**config.mk**
```make
export PLATFORM = sky130hd
export DESIGN_NAME = fasta_two_bit_packer
export DESIGN_NICKNAME = d
export VERILOG_FILES = /design/src/hw/rtl/ftbp_pkg.sv /design/src/hw/rtl/ftbp_parse.sv /design/src/hw/rtl/ftbp_flush.sv /design/src/hw/rtl/fasta_two_bit_packer.sv
export SDC_FILE = /design/constraint.sdc
export NUM_CORES = 1
export LEC_CHECK = 0
export BUFFER_PORTS_ARGS = -buffer_cell sky130_fd_sc_hd__buf_2
export CAP_MARGIN = 20
export CORE_MARGIN = 4
export CORE_UTILIZATION = 40
export CTS_CLUSTER_DIAMETER = 50
export DETAILED_ROUTE_END_ITERATION = 6
export GPL_ROUTABILITY_DRIVEN = 0
export PLACE_DENSITY_LB_ADDON = 0.12
export SLEW_MARGIN = 20
export SYNTH_ARGS = -nofsm -noshare
export SYNTH_HDL_FRONTEND = slang
export SYNTH_SLANG_ARGS = --single-unit
```
**constraint.sdc**
```tcl
create_clock -name clock -period 5.9 [get_ports clock]
set_input_delay 1.18 -clock clock [delete_from_list [all_inputs] [get_ports clock]]
set_output_delay 1.18 -clock clock [all_outputs]
set_load 0.01 [all_outputs]
```
**src/hw/rtl/ftbp_pkg.sv**
```systemverilog
// Shared types, character constants and the base-code function for the FASTA packer.
package ftbp_pkg;

   localparam int CHAR_W   = 8;
   localparam int INDEX_W  = 30;
   localparam int TOTAL_W  = 32;
   localparam int WINDOW_W = 14;
   localparam int SLOT_W   = 3;

   localparam logic [CHAR_W-1:0] CHAR_NEWLINE = 8'h0A;
   localparam logic [CHAR_W-1:0] CHAR_HEADER  = 8'h3E;
   localparam logic [CHAR_W-1:0] CHAR_UC_C    = 8'h43;
   localparam logic [CHAR_W-1:0] CHAR_UC_G    = 8'h47;
   localparam logic [CHAR_W-1:0] CHAR_UC_T    = 8'h54;
   localparam logic [CHAR_W-1:0] CHAR_LC_C    = 8'h63;
   localparam logic [CHAR_W-1:0] CHAR_LC_G    = 8'h67;
   localparam logic [CHAR_W-1:0] CHAR_LC_T    = 8'h74;

   localparam logic [1:0] CODE_A = 2'd0;
   localparam logic [1:0] CODE_C = 2'd1;
   localparam logic [1:0] CODE_G = 2'd2;
   localparam logic [1:0] CODE_T = 2'd3;

   typedef struct packed {
      logic [1:0]         phase;
      logic [7:0]         packed_byte;
      logic [INDEX_W-1:0] byte_index;
      logic               is_length;
      logic [TOTAL_W-1:0] total_bases;
      logic               last;
   } rsp_type;

   typedef struct packed {
      logic busy;
      logic emit;
   } flush_stat_type;

   function automatic logic [1:0] base_code(input logic [CHAR_W-1:0] c);
      logic [1:0] code;
      code = CODE_A;
      if (c inside {CHAR_UC_C, CHAR_LC_C}) code = CODE_C;
      if (c inside {CHAR_UC_G, CHAR_LC_G}) code = CODE_G;
      if (c inside {CHAR_UC_T, CHAR_LC_T}) code = CODE_T;
      return code;
   endfunction

endpackage

```
**src/hw/rtl/ftbp_parse.sv**
```systemverilog
// Line parser: header skipping, base window, base counter and per-base byte output.
module ftbp_parse
   import ftbp_pkg::*;
#(
   parameter int COUNT_BITS = 32
) (
   input  logic                  clock,
   input  logic                  reset,
   input  logic                  take,
   input  logic [CHAR_W-1:0]     char_in,
   input  logic                  end_of_text,
   output logic                  item_valid,
   output rsp_type               item,
   output logic [COUNT_BITS-1:0] snap_count,
   output logic [WINDOW_W-1:0]   snap_window
);

   localparam int KW      = COUNT_BITS - 2;
   localparam int IDX_EXT = (KW > INDEX_W) ? KW : INDEX_W;

   logic                  hdr_ff, hdr_in;
   logic                  lstart_ff, lstart_in;
   logic [WINDOW_W-1:0]   window_ff, window_in;
   logic [COUNT_BITS-1:0] count_ff, count_in;

   logic                  hdr_now;
   logic [WINDOW_W-1:0]   shifted;
   logic [COUNT_BITS-1:0] count_inc;
   logic [KW-1:0]         kq;
   logic [IDX_EXT-1:0]    idx_ext;

   assign hdr_now   = hdr_ff | (lstart_ff & (char_in == CHAR_HEADER));
   assign shifted   = {window_ff[WINDOW_W-3:0], base_code(char_in)};
   assign count_inc = count_ff + COUNT_BITS'(1);
   assign kq        = count_inc[COUNT_BITS-1:2] - KW'(1);
   assign idx_ext   = IDX_EXT'(kq);

   assign snap_count  = count_ff;
   assign snap_window = window_ff;

   always_comb begin
      hdr_in     = hdr_ff;
      lstart_in  = lstart_ff;
      window_in  = window_ff;
      count_in   = count_ff;
      item_valid = 1'b0;
      if (take) begin
         if (end_of_text) begin
            hdr_in    = 1'b0;
            lstart_in = 1'b1;
            window_in = '0;
            count_in  = '0;
         end else if (char_in == CHAR_NEWLINE) begin
            hdr_in    = 1'b0;
            lstart_in = 1'b1;
         end else begin
            lstart_in = 1'b0;
            hdr_in    = hdr_now;
            if (!hdr_now) begin
               window_in = shifted;
               // A saturated counter still shifts bases in but emits nothing.
               if (!(&count_ff)) begin
                  count_in   = count_inc;
                  item_valid = |count_inc[COUNT_BITS-1:2];
               end
            end
         end
      end
   end

   always_comb begin
      item.phase       = count_inc[1:0];
      item.packed_byte = shifted[7:0];
      item.byte_index  = idx_ext[INDEX_W-1:0];
      item.is_length   = 1'b0;
      item.total_bases = '0;
      item.last        = 1'b0;
   end

   always_ff @(posedge clock) begin
      if (reset) begin
         hdr_ff    <= 1'b0;
         lstart_ff <= 1'b1;
         window_ff <= '0;
         count_ff  <= '0;
      end else begin
         hdr_ff    <= hdr_in;
         lstart_ff <= lstart_in;
         window_ff <= window_in;
         count_ff  <= count_in;
      end
   end

endmodule

```
**src/hw/rtl/ftbp_flush.sv**
```systemverilog
// End-of-text flush sequencer: walks eight phase slots and emits the padded tail bytes.
module ftbp_flush
   import ftbp_pkg::*;
#(
   parameter int COUNT_BITS = 32
) (
   input  logic                  clock,
   input  logic                  reset,
   input  logic                  start,
   input  logic [COUNT_BITS-1:0] snap_count,
   input  logic [WINDOW_W-1:0]   snap_window,
   input  logic                  out_free,
   output flush_stat_type        stat,
   output rsp_type               item
);

   localparam int KW      = COUNT_BITS - 2;
   localparam int IDX_EXT = (KW > INDEX_W) ? KW : INDEX_W;
   localparam int TOT_EXT = (COUNT_BITS > TOTAL_W) ? COUNT_BITS : TOTAL_W;

   logic                  busy_ff, busy_in;
   logic [SLOT_W-1:0]     slot_ff, slot_in;
   logic [COUNT_BITS-1:0] n_ff, n_in;
   logic [WINDOW_W-1:0]   win_ff, win_in;

   logic [1:0]         r;
   logic [KW-1:0]      k;
   logic               kz;
   logic [1:0]         cnt [4];
   logic [1:0]         last_p;
   logic               last_j;
   logic [1:0]         cur_p;
   logic               cur_j;
   logic               slot_ok;
   logic               is_last;
   logic               use_k;
   logic [KW-1:0]      k_adj;
   logic [KW-1:0]      idx_full;
   logic [IDX_EXT-1:0] idx_ext;
   logic [TOT_EXT-1:0] tot_ext;
   logic [4:0]         base;
   logic [4:0]         span [4];
   logic [1:0]         code [4];

   assign r     = n_ff[1:0];
   assign k     = n_ff[COUNT_BITS-1:2];
   assign kz    = (k == '0);
   assign cur_p = slot_ff[2:1];
   assign cur_j = slot_ff[0];

   // Bytes left per phase: zero, one or two, plus a lone length beat for an empty stream.
   always_comb begin
      for (int p = 0; p < 4; p++) begin
         if (kz && (r == 2'd0))      cnt[p] = (p == 0) ? 2'd1 : 2'd0;
         else if (r == 2'd0)         cnt[p] = (p == 0) ? 2'd0 : 2'd1;
         else if (2'(p) <= r)        cnt[p] = 2'd1;
         else                        cnt[p] = kz ? 2'd1 : 2'd2;
      end
   end

   always_comb begin
      last_p = 2'd0;
      for (int p = 0; p < 4; p++) begin
         if (cnt[p] != 2'd0) last_p = 2'(p);
      end
      last_j = cnt[last_p][1];
   end

   assign slot_ok = {1'b0, cur_j} < cnt[cur_p];
   assign is_last = (cur_p == last_p) && (cur_j == last_j);

   // The first unflushed byte of a phase starts one word back when the phase lags the remainder.
   assign use_k    = (r >= cur_p) || kz;
   assign k_adj    = use_k ? k : (k - KW'(1));
   assign idx_full = k_adj + KW'(cur_j);
   assign idx_ext  = IDX_EXT'(idx_full);
   assign tot_ext  = TOT_EXT'(n_ff);

   // Distance from the newest base, in the window; negative means past the end.
   assign base = use_k ? (5'(r) - 5'(cur_p) - 5'd1) : (5'(r) + 5'd3 - 5'(cur_p));

   always_comb begin
      for (int q = 0; q < 4; q++) begin
         span[q] = base - {2'b00, cur_j, 2'b00} - 5'(q);
         if (!span[q][4] && (span[q][3:0] <= 4'd6)) begin
            code[q] = win_ff[{span[q][2:0], 1'b0} +: 2];
         end else begin
            code[q] = CODE_A;
         end
      end
   end

   always_comb begin
      item.phase       = cur_p;
      item.packed_byte = {code[0], code[1], code[2], code[3]};
      item.byte_index  = idx_ext[INDEX_W-1:0];
      item.is_length   = is_last;
      item.total_bases = is_last ? tot_ext[TOTAL_W-1:0] : '0;
      item.last        = is_last;
   end

   assign stat.busy = busy_ff;
   assign stat.emit = busy_ff & slot_ok & out_free;

   always_comb begin
      busy_in = busy_ff;
      slot_in = slot_ff;
      n_in    = n_ff;
      win_in  = win_ff;
      if (start) begin
         busy_in = 1'b1;
         slot_in = '0;
         n_in    = snap_count;
         win_in  = snap_window;
      end else if (busy_ff) begin
         if (!slot_ok) begin
            slot_in = slot_ff + SLOT_W'(1);
         end else if (out_free) begin
            if (is_last) busy_in = 1'b0;
            else         slot_in = slot_ff + SLOT_W'(1);
         end
      end
   end

   always_ff @(posedge clock) begin
      if (reset) begin
         busy_ff <= 1'b0;
         slot_ff <= '0;
      end else begin
         busy_ff <= busy_in;
         slot_ff <= slot_in;
      end
   end

   always_ff @(posedge clock) begin
      n_ff   <= n_in;
      win_ff <= win_in;
   end

endmodule

```
**src/hw/rtl/fasta_two_bit_packer.sv**
```systemverilog
// FASTA text to 2-bit packed bases, four phase streams: input stage, parser, flush, output stage.
//
// Usage: text enters on the req_ channel, one character per beat in req_tdata; a beat with
// req_tlast set ends the text, and its character is ignored. Header lines and newlines are
// dropped; every other character is a base. Once four or more bases have arrived, every base
// produces one packed byte beat on the rsp_ channel for the phase stream it completes.
// An accepted character is registered in the input stage, then in the output stage as its result
// beat; with rsp_tready held high and no flush running the block takes one character every cycle.
// An end-of-text beat starts the flush sequencer, which steps through eight phase slots, one per
// cycle while no beat stalls, and sends between one and six beats; the final one carries
// rsp_tuser (length) and rsp_tlast with the base count. When the receiver stalls, the output
// register holds its beat and the input stage fills; req_tready falls when a full input stage
// is held by a stall or by the flush. Synchronous reset clears the parser state (not in a header,
// at line start, empty window, zero count) and empties both stages.
module fasta_two_bit_packer
   import ftbp_pkg::*;
#(
   parameter int COUNT_BITS = 32
) (
   input  logic        clock,
   input  logic        reset,
   input  logic        req_tvalid,
   output logic        req_tready,
   input  logic [7:0]  req_tdata,   // [7:0] char_in
   input  logic        req_tlast,   // end_of_text
   output logic        rsp_tvalid,
   input  logic        rsp_tready,
   output logic [71:0] rsp_tdata,   // [1:0] phase, [9:2] packed_byte, [39:10] byte_index,
                                    // [71:40] total_bases
   output logic        rsp_tuser,   // is_length
   output logic        rsp_tlast    // last
);

   logic              in_valid_ff, in_valid_in;
   logic [CHAR_W-1:0] in_char_ff, in_char_in;
   logic              in_eot_ff, in_eot_in;

   logic    out_valid_ff, out_valid_in;
   rsp_type out_data_ff, out_data_in;

   logic                  out_free;
   logic                  take;
   logic                  base_valid;
   rsp_type               base_item;
   rsp_type               flush_item;
   flush_stat_type        flush_stat;
   logic [COUNT_BITS-1:0] snap_count;
   logic [WINDOW_W-1:0]   snap_window;

   assign out_free   = !out_valid_ff || rsp_tready;
   assign take       = in_valid_ff && out_free && !flush_stat.busy;
   assign req_tready = !in_valid_ff || take;

   ftbp_parse #(.COUNT_BITS(COUNT_BITS)) u_parse (
      .clock       (clock),
      .reset       (reset),
      .take        (take),
      .char_in     (in_char_ff),
      .end_of_text (in_eot_ff),
      .item_valid  (base_valid),
      .item        (base_item),
      .snap_count  (snap_count),
      .snap_window (snap_window)
   );

   ftbp_flush #(.COUNT_BITS(COUNT_BITS)) u_flush (
      .clock       (clock),
      .reset       (reset),
      .start       (take && in_eot_ff),
      .snap_count  (snap_count),
      .snap_window (snap_window),
      .out_free    (out_free),
      .stat        (flush_stat),
      .item        (flush_item)
   );

   always_comb begin
      in_valid_in = in_valid_ff;
      in_char_in  = in_char_ff;
      in_eot_in   = in_eot_ff;
      if (req_tvalid && req_tready) begin
         in_valid_in = 1'b1;
         in_char_in  = req_tdata;
         in_eot_in   = req_tlast;
      end else if (take) begin
         in_valid_in = 1'b0;
      end
   end

   always_comb begin
      out_valid_in = out_valid_ff;
      out_data_in  = out_data_ff;
      if (flush_stat.emit) begin
         out_valid_in = 1'b1;
         out_data_in  = flush_item;
      end else if (take && base_valid) begin
         out_valid_in = 1'b1;
         out_data_in  = base_item;
      end else if (rsp_tready) begin
         out_valid_in = 1'b0;
      end
   end

   always_ff @(posedge clock) begin
      if (reset) begin
         in_valid_ff  <= 1'b0;
         out_valid_ff <= 1'b0;
      end else begin
         in_valid_ff  <= in_valid_in;
         out_valid_ff <= out_valid_in;
      end
   end

   always_ff @(posedge clock) begin
      in_char_ff  <= in_char_in;
      in_eot_ff   <= in_eot_in;
      out_data_ff <= out_data_in;
   end

   assign rsp_tvalid = out_valid_ff;
   assign rsp_tdata  = {out_data_ff.total_bases, out_data_ff.byte_index,
                        out_data_ff.packed_byte, out_data_ff.phase};
   assign rsp_tuser  = out_data_ff.is_length;
   assign rsp_tlast  = out_data_ff.last;

endmodule

```
After elaboration in Yosys (flattened, before gate mapping):

Cells that the tools add are included.

* register bits: 183
* input bits: 13
* logic and storage cells: 169

* $add $sub $neg: 13
* magnitude comparators: 12
* equality and inequality tests: 15
* shifts and indexed selects: 4
* multiplexer cells: 63
* bitwise gates (word level): 6
* reduce and logical (&&, ||, !) cells: 38

Operator list (number)
* two-way mux 32 bit: 5
* two-way mux 74 bit: 2
* subtractor 30 x 1 -> 30 bit (second input constant): 2
* variable part select 14 x 5 -> 2 bit: 4
* two-way mux 2 bit: 25
* equality test 8 x 7 -> 1 bit (second input constant): 6
* two-way mux 14 bit: 3
* adder 32 x 1 -> 32 bit (second input constant): 1
* AND reduction 32 bit: 1
* adder 30 x 1 -> 30 bit: 1
* zero test 30 bit: 1
* two-way mux 30 bit: 1
* OR reduction 30 bit: 1
* two-way mux 1 bit: 21
* less-or-equal comparator 4 x 3 -> 1 bit (second input constant): 4
* nonzero test 2 bit: 8
* logical AND 1 bit: 11
* inequality test 2 bit (second input constant): 5
* subtractor 5 x 1 -> 5 bit (second input constant): 2
* subtractor 5 x 2 -> 5 bit (second input constant): 2
* two-way mux 3 bit: 3
* binary-select mux 2 bit (select 2 bit): 2
* equality test 8 x 4 -> 1 bit (second input constant): 1
* equality test 8 x 6 -> 1 bit (second input constant): 1
* 23 further kinds: 38

Logic depth before layout (Yosys ltp):

Gate-level depths: netlist of the first run.

* depth in word-level cells: 20
* depth in mapped cells: 18

Modules after synthesis:

A second synthesis of the first run with hierarchy kept.

* cell total of the unflattened synthesis: 1196
* area, all modules: 11997.8 um2

By module, submodules not included
* ftbp_flush: instances 1, cells each 475, area an instance 4381.7 um2, sequential area each 1461.4 um2
* ftbp_parse: instances 1, cells each 542, area an instance 4002.6 um2, sequential area each 960.9 um2
* fasta_two_bit_packer: instances 1, cells each 179, area an instance 3613.5 um2, sequential area each 2532.4 um2

Worst setup path before layout of the first run:

Ideal clock, no wire load.

* kind: reg2reg
* from: register u_parse.count_ff[6] (netlist: u_parse.snap_count[6])
* to: register out_data_ff (netlist bit rsp_tdata[0]), enable pin
* library setup time: 0.515 ns
* arrival: 5.985 ns
* required time: 5.385 ns
* setup slack: -0.599 ns
* stages on the path, launching flop included: 11
* buffers on the path: 2
* cell sequence: dfxtp_1 > buf_2 > nand4_1 > or4_1 > buf_2 > nor4_1 > nor3_1 > o22ai_1 > nor2_1 > and4_1 > o21ai_1

* cells in the longest elaborated chain, start to end: 9
* elaborated cells on any way between the ends: 10
* classes of those cells: 1 x add/sub; 5 x mux; 4 x reduce/logical

RTL lines
* from (decl): line ftbp_parse.sv:24 `logic [COUNT_BITS-1:0] count_ff, count_in;`
* from (signal assigned): line ftbp_parse.sv:90 `count_ff <= count_in;`
* adder 32 x 1 -> 32 bit: line ftbp_parse.sv:34 `assign count_inc = count_ff + COUNT_BITS'(1);`
* OR reduction 30 bit: line ftbp_parse.sv:64 `item_valid = |count_inc[COUNT_BITS-1:2];`
* two-way mux 1 bit *: line ftbp_parse.sv:62 `if (!(&count_ff)) begin`
* two-way mux 1 bit *: line ftbp_parse.sv:59 `if (!hdr_now) begin`
* two-way mux 1 bit *: line ftbp_parse.sv:53 `end else if (char_in == CHAR_NEWLINE) begin`
* two-way mux 1 bit *: line ftbp_parse.sv:48 `if (end_of_text) begin`
* two-way mux 1 bit *: line ftbp_parse.sv:47 `if (take) begin`
* logical AND 1 bit *: line fasta_two_bit_packer.sv:96 `end else if (take && base_valid) begin`
* nonzero test 2 bit (no line) *
* to (signal assigned): line fasta_two_bit_packer.sv:117 `out_data_ff <= out_data_in;`
* to (decl): line fasta_two_bit_packer.sv:39 `rsp_type out_data_ff, out_data_in;`

Mark *: on every way between the ends. The rest lies on a longest branch, timed or not.
A chain may end at the register's enable or synchronous reset.

==> results of run 1 <==
power by group through the flow:
stage | clock, mW | sequential (mW) | combinational [mW]
after floorplan | 0 | 1.44 | 0.184
after global placement | 0 | 1.45 | 0.262
after detailed placement | 0 | 1.45 | 0.264
after CTS | 1.18 | 1.42 | 0.265
after global routing | 1.25 | 1.42 | 0.292
final | 1.16 | 1.42 | 0.264
per-stage QoR:
stage | setup slack (ns) | power (mW) | cells | util | hold WS (ns)
floorplan | 0.811 | 1.63 | 1200 | - | 0.403
global placement | 1.22 | 1.71 | 1600 | 0.432 | 0.417
detailed placement | 1.13 | 1.71 | 1600 | 0.432 | 0.415
CTS | 1.11 | 2.87 | 1632 | 0.454 | 0.437
global route | 0.558 | 2.96 | 1632 | 0.454 | 0.469
finish | 1.10 | 2.84 | 1632 | 0.454 | 0.435
how the worst max path moves through the flow:
stage | startpoint | end | cells past startpoint
floorplan | u_parse.snap_count[6]$_SDFFE_PP0P_ | rsp_tdata[0]$_DFFE_PP_ | 10
global placement | u_flush.n_ff[0]$_DFFE_PP_ | rsp_tdata[39]$_DFFE_PP_ | 11
detailed placement | u_flush.n_ff[0]$_DFFE_PP_ | rsp_tdata[39]$_DFFE_PP_ | 11
CTS | u_flush.n_ff[0]$_DFFE_PP_ | rsp_tdata[39]$_DFFE_PP_ | 11
global route | u_flush.n_ff[0]$_DFFE_PP_ | rsp_tdata[7]$_DFFE_PP_ | 15
finish | u_flush.n_ff[0]$_DFFE_PP_ | rsp_tdata[39]$_DFFE_PP_ | 11
layout make-up:
cell class	count	area (sq um)	area share
multi-input cells	904	5960	0.471
flip-flops and latches	182	4920	0.389
repair buffers	104	573	0.0453
well taps	378	473	0.0374
clock buffers	17	425	0.0336
clock inverters	15	176	0.0139
inverters	32	120	0.00950
sequential cells by signal, summed over array words and instances, names as in the netlist:
register             flops
u_flush.win_ff          14
u_parse.hdr_ff           1
in_char_ff               8
rsp_tuser                1
in_valid_ff              1
u_flush.busy_ff          1
u_flush.n_ff            32
u_parse.snap_count      32
rsp_tdata               72
u_parse.snap_window     14
u_parse.lstart_ff        1
in_eot_ff                1
rsp_tvalid               1
u_flush.slot_ff          3
per-layer routing:
metal  GRT usage  vias up  wire length [microns]
met1       0.314     4304                  15300
met2       0.287      360                  13100
met5           0        -                      0
met4      0.0403        0                    297
li1            -     4514                      -
met3      0.0364       23                   2270
cells by family (layout without fill, tap and decap cells):
family	count (synthesis)	count (layout)	synth area share
flip-flops	182	182	0.435
multiplexers	37	37	0.0423
AND/OR/NAND/NOR	491	491	0.232
adder cells (fa/ha/maj)	29	29	0.0334
XOR/XNOR	106	106	0.0820
buffers and inverters	114	168	0.0411
AO/OA/AOI/OAI	241	241	0.134
cell usage in the layout (no fill, tap or decap), types with 5 or more instances in the layout:
| cell | count |
|---|---|
| sky130_fd_sc_hd__and2_1 | 36 |
| sky130_fd_sc_hd__a21oi_1 | 70 |
| sky130_fd_sc_hd__inv_1 | 29 |
| sky130_fd_sc_hd__buf_2 | 88 |
| sky130_fd_sc_hd__and4_1 | 8 |
| sky130_fd_sc_hd__mux2i_1 | 25 |
| sky130_fd_sc_hd__dfxtp_1 | 54 |
| sky130_fd_sc_hd__xor2_1 | 33 |
| sky130_fd_sc_hd__nand2b_1 | 8 |
| sky130_fd_sc_hd__and3_1 | 9 |
| sky130_fd_sc_hd__clkbuf_16 | 17 |
| sky130_fd_sc_hd__nor3_1 | 54 |
| sky130_fd_sc_hd__nor2b_1 | 8 |
| sky130_fd_sc_hd__nand3_1 | 39 |
| sky130_fd_sc_hd__o22ai_1 | 9 |
| sky130_fd_sc_hd__nand3b_1 | 6 |
| sky130_fd_sc_hd__edfxtp_1 | 128 |
| sky130_fd_sc_hd__buf_4 | 15 |
| sky130_fd_sc_hd__o21ai_0 | 70 |
| sky130_fd_sc_hd__clkinv_8 | 5 |
| sky130_fd_sc_hd__ha_1 | 27 |
| sky130_fd_sc_hd__nor2_1 | 125 |
| sky130_fd_sc_hd__nand2_1 | 75 |
| sky130_fd_sc_hd__nor4_1 | 23 |
| sky130_fd_sc_hd__o211ai_1 | 6 |
| sky130_fd_sc_hd__xnor2_1 | 73 |
| sky130_fd_sc_hd__nand4_1 | 29 |
| sky130_fd_sc_hd__a211oi_1 | 5 |
| sky130_fd_sc_hd__or4_1 | 13 |
| sky130_fd_sc_hd__mux4_2 | 8 |
| sky130_fd_sc_hd__a22oi_1 | 15 |
| sky130_fd_sc_hd__nor3b_1 | 6 |
| sky130_fd_sc_hd__or3_1 | 28 |
| sky130_fd_sc_hd__a31oi_1 | 12 |
==> run summary, run 1 <==
commonest cells in the synthesized netlist: sky130_fd_sc_hd__edfxtp_1, sky130_fd_sc_hd__nor2_1, sky130_fd_sc_hd__nand2_1
number of cells upsized or downsized after cts: 0
total via count after detailed routing: 9201
Reg2Reg Launch Point: u_flush.n_ff[0]$_DFFE_PP_
post-synthesis net count: 1242
total clock buffers created by CTS: 17
RSZ-0062 raised after global routing: false
first-pass GRT wire length: 49300 microns
WP data required: 6.08 ns
post-layout min period: 4.80 ns
R2R Path End: rsp_tdata[39]$_DFFE_PP_
filler cell count: 2672
Placed Area: 12000 sq um
Synth cell types: 81
clk sink count: 182
crit path cell chain: inv_1, ha_1, a21boi_1, nand4_1, a211oi_1, mux2_2, o22ai_1, nand4_1, nor4_1, xnor2_1, mux2i_1
cell internal pwr: 2.06 mW
pin count of the biggest net entering global routing: 75
input/output buffers: 88
switching part of the total power: 0.275
most frequent cell after synthesis: sky130_fd_sc_hd__edfxtp_1
Die Area: 31100 sq um
number of antenna violations at the first check in global routing: 0
highest achievable clock rate: 209 MHz
power share of the sequential group: 0.500
library cell contributing the largest single delay on the critical path: sky130_fd_sc_hd__a21boi_1
total buffers and inverters traversed by the critical path: 1
result of the run: finished, final reports clean
clock-pin slew on the worst setup and hold paths: 0.08 ns
Max transition margin: 0.401
family with the most delay on the worst path: compound AO/OA/AOI/OAI gates
Std-Cell Rows: 61
final number of hold-violating endpoints: 0
overall track demand over capacity in global routing: 0.200
detailed-route wire length per cell: 19.0 microns
async set-reset flop share out of synthesis: 0
Lkg Pwr: 4.43 nW
part of the power in combinational logic: 0.093
placeable core region: 27900 sq um
setup skew after layout: 0.0155 ns
Total Routed Length: 31000 microns
CTS Buffer Depth: 2
number of buffers inserted by hold repair at cts: 0
clock network fraction of total power: 0.407
most area-consuming cells after synthesis: sky130_fd_sc_hd__edfxtp_1, sky130_fd_sc_hd__dfxtp_1, sky130_fd_sc_hd__xnor2_1, sky130_fd_sc_hd__nor2_1, sky130_fd_sc_hd__a21oi_1
maximum level of the CTS H-tree: 4
portion of synthesized cell area occupied by the leading cell type: 0.340
Hold Path End: u_flush.win_ff[13]$_DFFE_PP_
share of the clock period used by the worst path after layout: 0.813
total number of yosys warnings: 0
Avg Vias per Cell: 5.64
crit-path most repeated cell: sky130_fd_sc_hd__nand4_1
Cells on Worst Hold Path: 0
Sw Pwr: 0.782 mW
register-to-register path setup slack: 1.10 ns
Worst-Skew Late Latency: 0.44 ns
total setup violations reported at the end of the flow: 0
areal power density over the cells: 225 nW/um^2
total setup buffers inserted after CTS: 0
fin nets: 1283
Design Area, Final: 12600 sq um
DRC violations left: 0
EDFF count, synth: 128
count of boundary I/O pins: 89
highest net fanout along the worst path: 24
antenna-violating nets left: 0
number of violations of the max-capacitance limit: 0
Worst EP arrival: 4.98 ns
Final TNS setup: 0 ns
startpoint of the most critical hold path: u_parse.snap_window[13]$_SDFFE_PP0P_
mapped cell area: 11300 sq um
half-perimeter wire length of the detailed placement result: 22600 microns
most used flip-flop cell after synthesis: sky130_fd_sc_hd__edfxtp_1
via count of the first global-routing pass: 8440
Die X-Extent: 176 microns
worst voltage drop across the vdd grid: 0.174 mV
synthesized flop and latch total: 182
synthesized area per cell: 9.43 sq um
Initial DRT Pass Iterations: 5
synthesis-to-layout area growth: 11.8%
path type of the worst min-delay path: flop to flop
initial DRC count: 806
initial standard-cell utilization of the core: 0.406
aggregate global routing overflow: 0
Syn Inst Count: 1200
type of the worst setup path: flop to flop
slew at the pin with the worst max-slew slack: 0.898 ns
cell at the root of the clock tree: sky130_fd_sc_hd__clkbuf_16
Worst setup EP type: flop
kind of start point of the critical path: flop
Reg2Reg Depth: 11
Critical Path Max Stage Delay: 0.74 ns
clock tree from TritonCTS: yes
height of the die: 176 microns
fraction of final layout cells with drive strength greater than 1: 0.140
sequential element share of the synthesized area: 0.435
diode insertion count for antenna repair: 0
Final Slew Violations: 0
post-synthesis cell type with the largest combined area: sky130_fd_sc_hd__edfxtp_1
Note: power is estimated with default switching activity, not from simulation.
==> run 2: changes to the inputs <==
Clock period 5.9 ns to 4.8 ns, I/O delays scaled along.
==> run 2 against run 1 <==
  * Sequential cell count stayed put
  * Clock-buffer cell count stayed put
  * Register-to-register slack worse by 0.73 ns
  * Worst setup slack worse by 0.73 ns
  * Die area stayed put
  * Utilization up 0.94 points
  * Non-clock buffer count rose by 37
  * First-iteration DRC count increased by 14%
  * Global-route usage grew 0.19 points
  * Worst hold slack improved by 0.0019 ns
  * Critical path depth did not move
  * Via count grew 1.4%
  * Largest cell class unchanged
==> run summary, run 2 (synthesized netlist as in run 1, its figures left out) <==
result of the run: finished, final reports clean
total setup violations reported at the end of the flow: 0
antenna-violating nets left: 0
final non-filler cell total: 1669
total clock buffers created by CTS: 17
number of cells upsized or downsized after cts: 0
synthesis-to-layout area growth: 14.1%
areal power density over the cells: 270 nW/um^2
clock-pin slew on the worst setup and hold paths: 0.08 ns
Placed Instances: 1637
Die X-Extent: 176 microns
highest net fanout along the worst path: 14
initial DRC count: 917
fin nets: 1320
Worst-Skew Late Latency: 0.43 ns
detailed-route wire length per cell: 18.7 microns
global routing usage on met3: 0.0306
Std-Cell Rows: 61
initial standard-cell utilization of the core: 0.406
first-pass GRT wire length: 49900 microns
M2 GR Usage: 0.286
path type of the worst min-delay path: flop to flop
final number of hold-violating endpoints: 0
grt met1 use: 0.320
RSZ-0062 raised after global routing: false
clk sink count: 182
Design Area, Final: 12900 sq um
CTS Buffer Depth: 2
number of antenna violations at the first check in global routing: 1
number of violations of the max-capacitance limit: 0
Worst EP arrival: 4.59 ns
post-layout min period: 4.42 ns
highest achievable clock rate: 226 MHz
count of boundary I/O pins: 89
share of the clock period used by the worst path after layout: 0.922
worst slack on hold paths: 0.437 ns
type of the worst setup path: flop to flop
clock tree from TritonCTS: yes
WP data required: 4.97 ns
fraction of final layout cells with drive strength greater than 1: 0.164
overall track demand over capacity in global routing: 0.202
half-perimeter wire length of the detailed placement result: 23400 microns
slew at the pin with the worst max-slew slack: 0.912 ns
diode insertion count for antenna repair: 0
Avg Vias per Cell: 5.59
aggregate global routing overflow: 0
placeable core region: 27900 sq um
total design power: 3.48 mW
maximum level of the CTS H-tree: 4
kind of start point of the critical path: flop
Final TNS setup: 0 ns
Final Slew Violations: 0
Max transition margin: 0.384
number of buffers inserted by hold repair at cts: 0
Total Routed Length: 31300 microns
Initial DRT Pass Iterations: 5
worst voltage drop across the vdd grid: 0.201 mV
commonest cells after routing, fill and taps aside: sky130_fd_sc_hd__edfxtp_1, sky130_fd_sc_hd__nor2_1, sky130_fd_sc_hd__buf_2, sky130_fd_sc_hd__nand2_1, sky130_fd_sc_hd__xnor2_1
input/output buffers: 88
via count of the first global-routing pass: 8729
pin count of the biggest net entering global routing: 59
total setup buffers inserted after CTS: 0
DRC violations left: 0
cell at the root of the clock tree: sky130_fd_sc_hd__clkbuf_16
height of the die: 176 microns
setup skew after layout: 0.0160 ns
busiest metal layer after global routing: met1
Placed Area: 12300 sq um
max reg flops: 72
Lkg Pwr: 4.61 nW
Die Area: 31100 sq um
total via count after detailed routing: 9327
Worst setup EP type: flop
most common cell after layout, fill and taps aside: sky130_fd_sc_hd__edfxtp_1
run 2: worst paths after layout:
path,start,endpoint,slack [ns],cells after the start
setup / recovery,u_flush.n_ff[2]$_DFFE_PP_,rsp_tdata[34]$_DFFE_PP_,0.38,11
hold / removal,u_parse.snap_window[13]$_SDFFE_PP0P_,u_flush.win_ff[13]$_DFFE_PP_,0.44,0
hold reg to reg,u_parse.snap_window[13]$_SDFFE_PP0P_,u_flush.win_ff[13]$_DFFE_PP_,0.44,0
setup reg to reg,u_flush.n_ff[2]$_DFFE_PP_,rsp_tdata[34]$_DFFE_PP_,0.38,11
run 2: worst max-delay path: stages, from the launching register on:
cell                        delay (ns)
sky130_fd_sc_hd__edfxtp_1         0.45
sky130_fd_sc_hd__inv_1            0.15
sky130_fd_sc_hd__ha_1             0.26
sky130_fd_sc_hd__nor4b_2          0.35
sky130_fd_sc_hd__nand2_1          0.24
sky130_fd_sc_hd__o41ai_4          0.72
sky130_fd_sc_hd__o311ai_0         0.45
sky130_fd_sc_hd__a2111oi_4        0.41
sky130_fd_sc_hd__or4b_1           0.66
sky130_fd_sc_hd__nor3b_2          0.26
sky130_fd_sc_hd__xnor2_1          0.14
sky130_fd_sc_hd__mux2i_1          0.08
run 2: through the flow:
stage / utilization / setup slack [ns]
2_1_floorplan: - / 0.429
5_1_grt: 0.463 / 0.119
4_1_cts: 0.463 / 0.425
6_report: 0.463 / 0.375
3_5_place_dp: 0.442 / 0.448
3_3_place_gp: 0.442 / 0.526
run 2: layout make-up:
type                       count  area [sq um]
fill                        2654         14900
multi-input combinational    904          5960
sequential                   182          4920
timing repair buffer         141           851
tap                          378           473
clock buffer                  17           425
clock inverter                15           160
inverter                      32           120
run 2: power by group:
part           total, mW  internal, mW  switching (mW)
registers           1.74          1.71          0.0268
logic              0.343         0.123           0.220
clock network       1.40         0.700           0.697
total               3.48          2.54           0.944
run 2: per-layer routing:
metal | share of wire | up-vias
li1 | - | 4579
met1 | 0.50 | 4407
met2 | 0.42 | 309
met3 | 0.062 | 32
met4 | 0.018 | 0
met5 | 0 | -
==> run 3: changes to the inputs <==
--- a/config.mk
+++ b/config.mk
@@ -8,5 +8,5 @@
 export BUFFER_PORTS_ARGS = -buffer_cell sky130_fd_sc_hd__buf_2
 export CAP_MARGIN = 20
-export CORE_MARGIN = 4
+export CORE_MARGIN = 5
 export CORE_UTILIZATION = 40
 export CTS_CLUSTER_DIAMETER = 50
==> constraint.sdc (replaced) <==
create_clock -name clock -period 4.8 [get_ports clock]
set_input_delay 0.24 -clock clock [delete_from_list [all_inputs] [get_ports clock]]
set_output_delay 0.24 -clock clock [all_outputs]
set_load 0.01 [all_outputs]
==> run 3 against run 2 <==
  * Clock-buffer cell count stayed put
  * Utilization is 0.21 points higher
  * Critical path depth is 6 higher
  * Maximum frequency is 2.6% higher
  * Largest power group unchanged
==> run summary, run 3 (synthesized netlist as in run 1, its figures left out) <==
half-perimeter wire length of the detailed placement result: 23500 microns
detailed-route wire length per cell: 18.9 microns
aggregate global routing overflow: 0
number of cells upsized or downsized after cts: 0
Worst-Skew Late Latency: 0.44 ns
synthesis-to-layout area growth: 14.6%
clock-pin slew on the worst setup and hold paths: 0.08 ns
R2R Path End: rsp_tdata[6]$_DFFE_PP_
pin count of the biggest net entering global routing: 59
path type of the worst min-delay path: input pin to flop
total design power: 3.48 mW
total setup violations reported at the end of the flow: 0
setup skew after layout: 0.0151 ns
Reg2Reg Depth: 17
most common cell after layout, fill and taps aside: sky130_fd_sc_hd__edfxtp_1
post-layout min period: 4.31 ns
Reg2Reg Launch Point: u_flush.n_ff[2]$_DFFE_PP_
filler cell count: 2689
input/output buffers: 88
Die Area: 31800 sq um
Avg Vias per Cell: 5.59
worst voltage drop across the vdd grid: 0.205 mV
Cells on Worst Hold Path: 3
count of boundary I/O pins: 89
initial DRC count: 822
number of antenna violations at the first check in global routing: 0
worst setup path startpoint: u_flush.n_ff[2]$_DFFE_PP_
highest achievable clock rate: 232 MHz
antenna-violating nets left: 0
CTS Buffer Depth: 2
clk sink count: 182
register-to-register path setup slack: 0.49 ns
DRC violations left: 0
total clock buffers created by CTS: 17
Hold Path End: in_valid_ff$_SDFFE_PP0P_
Initial DRT Pass Iterations: 5
slew at the pin with the worst max-slew slack: 1.03 ns
WP data required: 4.99 ns
areal power density over the cells: 268 nW/um^2
height of the die: 178 microns
highest net fanout along the worst path: 11
Total Routed Length: 31600 microns
Lkg Pwr: 4.63 nW
max reg flops: 72
Die X-Extent: 178 microns
global routing usage on met3: 0.0320
final non-filler cell total: 1675
first-pass GRT wire length: 49600 microns
Std-Cell Rows: 61
fraction of final layout cells with drive strength greater than 1: 0.160
worst slack on hold paths: 0.0339 ns
Worst setup EP type: flop
type of the worst setup path: flop to flop
grt met1 use: 0.312
share of the clock period used by the worst path after layout: 0.898
Worst EP arrival: 4.50 ns
clock tree from TritonCTS: yes
number of violations of the max-capacitance limit: 0
RSZ-0062 raised after global routing: false
final number of hold-violating endpoints: 0
initial standard-cell utilization of the core: 0.406
placeable core region: 27900 sq um
M2 GR Usage: 0.282
Final TNS setup: 0 ns
kind of start point of the critical path: flop
commonest cells after routing, fill and taps aside: sky130_fd_sc_hd__edfxtp_1, sky130_fd_sc_hd__nor2_1, sky130_fd_sc_hd__buf_2, sky130_fd_sc_hd__nand2_1, sky130_fd_sc_hd__xnor2_1
busiest metal layer after global routing: met1
maximum level of the CTS H-tree: 4
Max transition margin: 0.316
result of the run: finished, final reports clean
Placed Instances: 1632
cell at the root of the clock tree: sky130_fd_sc_hd__clkbuf_16
startpoint of the most critical hold path: req_tvalid
fin nets: 1324
Final Slew Violations: 0
via count of the first global-routing pass: 8650
total via count after detailed routing: 9365
overall track demand over capacity in global routing: 0.198
==> run 3: worst max-delay path by stage <==
stage          cells after the start  slack (ns)                     end
2_1_floorplan                     10        0.43  rsp_tdata[0]$_DFFE_PP_
3_3_place_gp                      15        0.68  rsp_tdata[7]$_DFFE_PP_
3_5_place_dp                      17        0.60  rsp_tdata[6]$_DFFE_PP_
4_1_cts                           17        0.57  rsp_tdata[6]$_DFFE_PP_
5_1_grt                           17         0.1  rsp_tdata[6]$_DFFE_PP_
6_report                          17        0.49  rsp_tdata[6]$_DFFE_PP_
==> run 3: cell type report <==
class                   count  area (sq um)  area share
clock inverters            15           161      0.0124
clock buffers              17           425      0.0328
multi-input cells         904          5960       0.459
flip-flops and latches    182          4920       0.380
well taps                 378           473      0.0365
inverters                  32           120     0.00926
diodes                      2          5.00    0.000386
repair buffers            145           903      0.0697
==> run 3: layer usage <==
metal  up-vias  wire length (microns)
li1       4590                      -
met1      4400                  15900
met2       339                  13100
met3        36                   1980
met4         0                    628
met5         -                      0
==> run 3: what timing repair did <==
action / CTS / global route
hold buffers: 9 / 0
buffers inserted: 0 / 0
endpoints found under the hold margin: 9 / 0
==> run 3: critical path: stages, from the launching register on <==
cell and delay [ns]:
sky130_fd_sc_hd__edfxtp_1 0.44, sky130_fd_sc_hd__inv_1 0.15, sky130_fd_sc_hd__ha_1 0.23, sky130_fd_sc_hd__nor4b_2 0.43
sky130_fd_sc_hd__nand2_1 0.28, sky130_fd_sc_hd__o41ai_4 0.62, sky130_fd_sc_hd__nand2_1 0.14, sky130_fd_sc_hd__o21ai_0 0.20
sky130_fd_sc_hd__ha_1 0.32, sky130_fd_sc_hd__xor2_1 0.19, sky130_fd_sc_hd__buf_4 0.19, sky130_fd_sc_hd__mux2i_1 0.19
sky130_fd_sc_hd__nor2_1 0.05, sky130_fd_sc_hd__a21oi_1 0.13, sky130_fd_sc_hd__nor2_1 0.05, sky130_fd_sc_hd__a21oi_1 0.11
sky130_fd_sc_hd__nor2_1 0.05, sky130_fd_sc_hd__a32o_1 0.28
==> run 3: power by group <==
group	internal [mW]	switching (mW)	total, mW
Sequential	1.71	0.0288	1.74
Combinational	0.125	0.220	0.346
Clock	0.699	0.696	1.40
Total	2.54	0.945	3.48
==> run 3: metrics by stage <==
step           area (sq um)  utilization  setup WS (ns)
2_1_floorplan         11300            -          0.429
3_3_place_gp          12300        0.441          0.676
3_5_place_dp          12300        0.441          0.603
4_1_cts               13000        0.465          0.567
5_1_grt               13000        0.465         0.0972
6_report              13000        0.466          0.488
